`src/mcc_pkg.sv`:
```
`timescale 1ns / 1ps
// Shared types, constants and fixed-point helpers for the cascade controller.
// No dependencies; the design files refer to this package by scoped names, the bench imports it.
package mcc_pkg;

  localparam int CMD_W      = 16;
  localparam int ST_W       = 32;
  localparam int GAIN_W     = 16;
  localparam int ERR_W      = 34;
  localparam int PROD_W     = 50;
  localparam int SUM_W      = 52;
  localparam int RND_SHIFT  = 11;
  localparam int ACT_W      = SUM_W - RND_SHIFT;
  localparam int FF_SHIFT   = 16;
  localparam int CFG_IDX_W  = 3;
  localparam int CFG_DATA_W = 64;

  localparam logic [CFG_IDX_W-1:0] REG_MODE    = 3'd0;
  localparam logic [CFG_IDX_W-1:0] REG_ATT_P   = 3'd1;
  localparam logic [CFG_IDX_W-1:0] REG_ATT_DFF = 3'd2;
  localparam logic [CFG_IDX_W-1:0] REG_VEL_P   = 3'd3;
  localparam logic [CFG_IDX_W-1:0] REG_POS_P   = 3'd4;
  localparam logic [CFG_IDX_W-1:0] REG_POS_D   = 3'd5;

  localparam logic [1:0] MODE_RATE = 2'd0;
  localparam logic [1:0] MODE_ATT  = 2'd1;
  localparam logic [1:0] MODE_VEL  = 2'd2;
  localparam logic [1:0] MODE_POS  = 2'd3;

  localparam logic signed [ACT_W-1:0] Q13_ZERO    = 0;
  localparam logic signed [ACT_W-1:0] Q13_ONE     = 8192;
  localparam logic signed [ACT_W-1:0] Q13_HALF_PI = 12868;
  localparam logic signed [ACT_W-1:0] Q13_PI      = 25736;
  localparam logic signed [ACT_W-1:0] Q13_TWO_PI  = 51472;
  localparam logic signed [SUM_W-1:0] RND_HALF    = 1024;

  typedef struct packed {
    logic [63:0]        command_word;
    logic signed [31:0] pos_x;
    logic signed [31:0] pos_y;
    logic signed [31:0] pos_z;
    logic signed [31:0] vel_x;
    logic signed [31:0] vel_y;
    logic signed [31:0] vel_z;
    logic [47:0]        attitude_angles;
    logic signed [31:0] roll_rate;
    logic signed [31:0] pitch_rate;
    logic signed [31:0] heading_rate;
  } in_word_t;

  typedef struct packed {
    logic signed [15:0] motor_left;
    logic signed [15:0] motor_front;
    logic signed [15:0] motor_right;
    logic signed [15:0] motor_back;
  } out_word_t;

  typedef struct packed {
    logic [1:0]  mode;
    logic [63:0] att_p;
    logic [47:0] att_dff;
    logic [31:0] vel_p;
    logic [63:0] pos_p;
    logic [31:0] pos_d;
  } cfg_t;

  // state and command carried down the pipe
  typedef struct packed {
    logic signed [CMD_W-1:0] c0;
    logic signed [CMD_W-1:0] c1;
    logic signed [CMD_W-1:0] c2;
    logic signed [CMD_W-1:0] c3;
    logic signed [CMD_W-1:0] roll;
    logic signed [CMD_W-1:0] pitch;
    logic signed [ST_W-1:0]  vel_x;
    logic signed [ST_W-1:0]  vel_y;
    logic signed [ST_W-1:0]  vel_z;
    logic signed [ST_W-1:0]  roll_rate;
    logic signed [ST_W-1:0]  pitch_rate;
    logic signed [ST_W-1:0]  heading_rate;
  } carry_t;

  typedef struct packed {
    logic signed [PROD_W-1:0] m0;
    logic signed [PROD_W-1:0] m1;
    logic signed [PROD_W-1:0] m2;
    logic signed [PROD_W-1:0] m3;
    logic signed [PROD_W-1:0] m4;
    logic signed [PROD_W-1:0] m5;
  } outer_prod_t;

  typedef struct packed {
    logic signed [PROD_W-1:0] q0a;
    logic signed [PROD_W-1:0] q0b;
    logic signed [PROD_W-1:0] q1a;
    logic signed [PROD_W-1:0] q1b;
    logic signed [PROD_W-1:0] q2;
    logic signed [PROD_W-1:0] q3;
  } att_prod_t;

  function automatic logic signed [ACT_W-1:0] ext_act(input logic signed [CMD_W-1:0] v);
    return {{(ACT_W-CMD_W){v[CMD_W-1]}}, v};
  endfunction

  function automatic logic signed [ERR_W-1:0] ext_err16(input logic signed [CMD_W-1:0] v);
    return {{(ERR_W-CMD_W){v[CMD_W-1]}}, v};
  endfunction

  function automatic logic signed [ERR_W-1:0] ext_err32(input logic signed [ST_W-1:0] v);
    return {{(ERR_W-ST_W){v[ST_W-1]}}, v};
  endfunction

  function automatic logic signed [SUM_W-1:0] ext_sum(input logic signed [PROD_W-1:0] v);
    return {{(SUM_W-PROD_W){v[PROD_W-1]}}, v};
  endfunction

  function automatic logic signed [SUM_W-1:0] ext_gain(input logic signed [GAIN_W-1:0] v);
    return {{(SUM_W-GAIN_W){v[GAIN_W-1]}}, v};
  endfunction

  function automatic logic signed [ACT_W-1:0] clip(input logic signed [ACT_W-1:0] v,
                                                   input logic signed [ACT_W-1:0] lim_lo,
                                                   input logic signed [ACT_W-1:0] lim_hi);
    logic signed [ACT_W-1:0] r;
    if (v < lim_lo) begin
      r = lim_lo;
    end else if (v > lim_hi) begin
      r = lim_hi;
    end else begin
      r = v;
    end
    return r;
  endfunction

  // Q.24 to Q.13, round half up
  function automatic logic signed [ACT_W-1:0] to_q13(input logic signed [SUM_W-1:0] x);
    logic signed [SUM_W-1:0] t;
    t = x + RND_HALF;
    return $signed(t[SUM_W-1:RND_SHIFT]);
  endfunction

endpackage

```
`src/mcc_mix.sv`:
```
`timescale 1ns / 1ps
// Rate stage: sum and round the attitude terms (rate mode takes the command), clip and mix into four motors.
// Holds the output register; uses mcc_pkg.
module mcc_mix (
  input  logic               clk,
  input  logic               rst_n,
  input  logic               en,
  input  logic               att_valid,
  input  mcc_pkg::att_prod_t att,
  input  mcc_pkg::carry_t    att_carry,
  input  mcc_pkg::cfg_t      cfg,
  output logic               out_valid,
  output mcc_pkg::out_word_t out_data
);

  logic signed [mcc_pkg::SUM_W-1:0] ff;
  logic signed [mcc_pkg::ACT_W-1:0] d0, d1, d2, d3;
  logic signed [mcc_pkg::ACT_W-1:0] r, p, y, t;
  logic signed [15:0]               r16, p16, y16, t16;
  mcc_pkg::out_word_t               out_nxt;

  logic               out_valid_r;
  mcc_pkg::out_word_t out_data_r;

  always_comb begin
    ff = mcc_pkg::ext_gain($signed(cfg.att_dff[47:32])) <<< mcc_pkg::FF_SHIFT;
    if (cfg.mode == mcc_pkg::MODE_RATE) begin
      d0 = mcc_pkg::ext_act(att_carry.c0);
      d1 = mcc_pkg::ext_act(att_carry.c1);
      d2 = mcc_pkg::ext_act(att_carry.c2);
      d3 = mcc_pkg::ext_act(att_carry.c3);
    end else begin
      d0 = mcc_pkg::to_q13(mcc_pkg::ext_sum(att.q0a) - mcc_pkg::ext_sum(att.q0b));
      d1 = mcc_pkg::to_q13(mcc_pkg::ext_sum(att.q1a) - mcc_pkg::ext_sum(att.q1b));
      d2 = mcc_pkg::to_q13(mcc_pkg::ext_sum(att.q2));
      d3 = mcc_pkg::to_q13(mcc_pkg::ext_sum(att.q3) + ff);
    end

    r = mcc_pkg::clip(d0, -mcc_pkg::Q13_ONE, mcc_pkg::Q13_ONE);
    p = mcc_pkg::clip(d1, -mcc_pkg::Q13_ONE, mcc_pkg::Q13_ONE);
    y = mcc_pkg::clip(d2, -mcc_pkg::Q13_ONE, mcc_pkg::Q13_ONE);
    t = mcc_pkg::clip(d3, mcc_pkg::Q13_ZERO, mcc_pkg::Q13_ONE);

    r16 = $signed(r[15:0]);
    p16 = $signed(p[15:0]);
    y16 = $signed(y[15:0]);
    t16 = $signed(t[15:0]);

    out_nxt.motor_left  = r16 + y16 + t16;
    out_nxt.motor_front = p16 - y16 + t16;
    out_nxt.motor_right = -r16 + y16 + t16;
    out_nxt.motor_back  = -p16 - y16 + t16;
  end

  always_ff @(posedge clk) begin
    if (!rst_n) begin
      out_valid_r <= 1'b0;
    end else if (en) begin
      out_valid_r <= att_valid;
    end
  end

  always_ff @(posedge clk) begin
    if (en) begin
      out_data_r <= out_nxt;
    end
  end

  assign out_valid = out_valid_r;
  assign out_data  = out_data_r;

endmodule

```
`config.mk`:
```
export PLATFORM = sky130hd
export DESIGN_NAME = mcc_mix
export DESIGN_NICKNAME = d
export VERILOG_FILES = /design/src/mcc_pkg.sv /design/src/mcc_mix.sv
export SDC_FILE = /design/constraint.sdc
export NUM_CORES = 1
export LEC_CHECK = 0
export BUFFER_PORTS_ARGS = -buffer_cell sky130_fd_sc_hd__buf_2
export CAP_MARGIN = 5
export CELL_PAD_IN_SITES_DETAIL_PLACEMENT = 0
export CELL_PAD_IN_SITES_GLOBAL_PLACEMENT = 1
export CORE_AREA = 2 2 347 349
export DETAILED_ROUTE_END_ITERATION = 8
export DIE_AREA = 0 0 349 351
export GPL_TIMING_DRIVEN = 0
export PLACE_DENSITY = 0.47
export SYNTH_ARGS = -nofsm -noshare
export SYNTH_HDL_FRONTEND = slang
export SYNTH_SLANG_ARGS = --single-unit
```
`constraint.sdc`:
```
create_clock -name clk -period 17.2 [get_ports clk]
set_input_delay 4.3 -clock clk [delete_from_list [all_inputs] [get_ports clk]]
set_output_delay 4.3 -clock clk [all_outputs]
set_load 0.03 [all_outputs]
```
==> out/metrics.yaml <==
status: "finished clean"
synth_seq_cells: 64
portBuffers: 428
gp_congestion: 0.8390
core_area_mm2: 0.1190
min_path_type: "reg2reg"
crit_type: "in2reg"
globalRouteTotalUtil: 0.1468
design_area_mm2: 0.02301
die_w_um: 349
synth.avg_cell_area_um2: 7.644
detail_route.wl_per_cell_um: 20.93
rsz0062_at_grt: "no"
r2r-end: "out_valid"
cts_tree: "built"
yosysWarnings: 0
drcViolationCount: 0
hold_depth: 2
hold_viol: 0
max-cap-violations: 0
synth_edf_count: 63
pin_count: 899
r2r_slack_ns: 16.61
power.density_mw_per_mm2: 53.66
min_period_ns: 13.47
setup_viol: 0
ys_seq_area_frac: 0.1033
async_flop_share: 0
start_util: 0.1556
postSynthCellCount: 2422
syn_area_mm2: 0.01851
ant_nets: 0
firstDrtPassIters: 7
insertion_delay_ns: 0.34
core.rowCount: 127
grt_max_degree: 55
drive_gt1_frac: 0.1836
antenna_found_initial: 38
post_cts_buffers: 0
place_area_mm2: 0.02263
slew-limit-headroom: 0.1646
synth_ff_type: "edfxtp_1"
ir_drop_uv: 47.67
chipHeight_um: 351
finClkSkew_ns: 0
area_growth_pct: 24.27
post-place-cells: 4402
setup_tns_ns: 0
reg2reg_depth: 2
p_leak_uw: 0.01089
worstPathArrival_ns: 13.59
cts_resized: 0
grt_overflow: 0
drt-total-wl_um: 92660
finalPower_uw: 1235
dpl.hpwl_um: 82700
vias_per_cell: 4.382
max_freq_mhz: 74.23
cp_data_required_time_ns: 17.31
tightest_slew_ns: 1.240
vias: 19400
cts_hold_buf: 0
fin_crit_sh: 0.7832
grt_pass1_vias: 19810
h-tree-depth: 3
critical_path.startpoint_type: "input port"
cts.path.max_buffers: 2
cts_root_buf: "clkbuf_16"
die_area_mm2: 0.1225
drv_slew: 0
crit_path_max_fanout: 10
cts_buffers: 9
timing.rr.start: "out_valid"
grt_pass1_wl_um: 132800
clk_pin_slew_ns: 0.07
min_to: "out_valid"
clock_sinks: 64
hold_path_startpoint: "out_valid"
crit_path_end_kind: "register"
instances_no_fill: 4427
dr.first_iter.drc_count: 980
nets: 4055
ys_types: 98
crit_start: "cfg[240]"
-- power by group --
group	internal, µW	total, µW	switching, µW
Combinational	280	798	518
Clock	144	229	85.1
Sequential	199	207	8.02
-- cells in the final DEF (no fill, tap or decap), types with 18 or more instances in the layout --
cell,count
a21oi_1,236
o21ai_1,27
or3_1,18
o21ai_0,100
nand2_1,169
nand4_1,61
fa_1,62
o21a_1,23
o21bai_1,45
and2_1,21
nor3_1,36
mux2i_1,29
clkbuf_1,47
nand3_1,59
nor2b_1,21
xnor2_1,113
a21o_1,107
a31oi_1,21
xor2_1,53
nand2b_1,26
o211ai_1,25
a211oi_1,19
and3_1,26
inv_1,270
edfxtp_1,63
buf_2,451
ha_1,294
nor2_1,164
-- sequential cells by signal, summed over array words and instances (netlist names) --
| register | cells |
|---|---|
| out_data | 63 |
| out_valid | 1 |
-- metrics by stage --
step / utilization / setup slack (ns) / hold slack (ns)
2_1_floorplan: - / 6.093 / 0.6404
3_3_place_gp: 0.1899 / 3.071 / 0.4952
3_5_place_dp: 0.1902 / 3.106 / 0.5033
4_1_cts: 0.1931 / 3.445 / 0.5197
5_1_grt: 0.1932 / 2.879 / 0.5573
6_report: 0.1933 / 3.729 / 0.5148
-- logic make-up (layout without fill, tap and decap cells) --
kind of cell / Yosys count / count (layout) / share of synthesized area
buffers and inverters: 355 / 800 / 0.07549
adder cells (fa/ha/maj): 356 / 356 / 0.2657
AO/OA/AOI/OAI: 753 / 753 / 0.2692
other: 1 / 13 / 0.0002025
XOR/XNOR: 166 / 166 / 0.07853
AND/OR/NAND/NOR: 695 / 695 / 0.1900
flip-flops: 64 / 64 / 0.1033
multiplexers: 32 / 32 / 0.01750
-- worst max-delay path, cell delays in order --
cell and delay (ns):
buf_2 0.18, nor2_1 0.62, clkbuf_1 0.92, clkbuf_1 0.82, buf_1 0.83, clkbuf_1 0.70, a21oi_1 0.08, a21oi_1 0.57
a31oi_1 0.18, o22a_1 0.35, a211o_1 0.46, fa_1 0.66, ha_1 0.26, a21o_1 0.16, a21oi_1 0.21, o21bai_1 0.10
a21oi_1 0.24, o21bai_1 0.13, a21oi_1 0.27, nor2b_1 0.08, nor2_1 0.14, nor2_1 0.08, o41ai_1 0.44, o21ai_0 0.26
a21o_1 0.23, a21oi_1 0.17, xnor2_1 0.09
-- layer usage --
layer | vias to the layer above | share of wire | track usage
met5 | - | 0.0025 | 0
met4 | 34 | 0.014 | 0.02208
met3 | 89 | 0.061 | 0.03236
met2 | 473 | 0.47 | 0.2519
met1 | 9174 | 0.46 | 0.1905
li1 | 9629 | - | -
-- Yosys cell counts, types with 23 or more instances --
| cell | n | area, µm² |
|---|---|---|
| a21o_1 | 107 | 803.3 |
| a21oi_1 | 236 | 1181 |
| and3_1 | 26 | 162.7 |
| buf_2 | 24 | 120.1 |
| clkbuf_1 | 47 | 176.4 |
| edfxtp_1 | 63 | 1892 |
| fa_1 | 62 | 1241 |
| ha_1 | 294 | 3679 |
| inv_1 | 270 | 1013 |
| mux2i_1 | 29 | 290.3 |
| nand2_1 | 169 | 634.4 |
| nand2b_1 | 26 | 162.7 |
| nand3_1 | 59 | 295.3 |
| nand4_1 | 61 | 381.6 |
| nor2_1 | 164 | 615.6 |
| nor3_1 | 36 | 180.2 |
| o211ai_1 | 25 | 187.7 |
| o21a_1 | 23 | 172.7 |
| o21ai_0 | 100 | 500.5 |
| o21ai_1 | 27 | 135.1 |
| o21bai_1 | 45 | 337.8 |
| xnor2_1 | 113 | 989.7 |
| xor2_1 | 53 | 464.2 |
-- final cells by class --
| class | instances | area, µm² |
|---|---|---|
| fillers | 13630 | 96010 |
| multi-input cells | 2006 | 15220 |
| repair buffers | 429 | 2172 |
| clock buffers | 9 | 225.2 |
| diodes | 9 | 22.52 |
| plain buffers | 85 | 384.1 |
| clock inverters | 7 | 125.1 |
| well taps | 1548 | 1937 |
| inverters | 270 | 1013 |
| flip-flops and latches | 64 | 1912 |
-- worst max-delay path by stage --
stage	cells after the start	slack [ns]	to
3_3_place_gp	27	3.07	out_data[14]
4_1_cts	27	3.44	out_data[14]
3_5_place_dp	27	3.11	out_data[14]
2_1_floorplan	34	6.09	out_data[31]
6_report	27	3.73	out_data[31]
5_1_grt	30	2.88	out_data[46]
No activity file was read; power rests on OpenSTA's default activity.
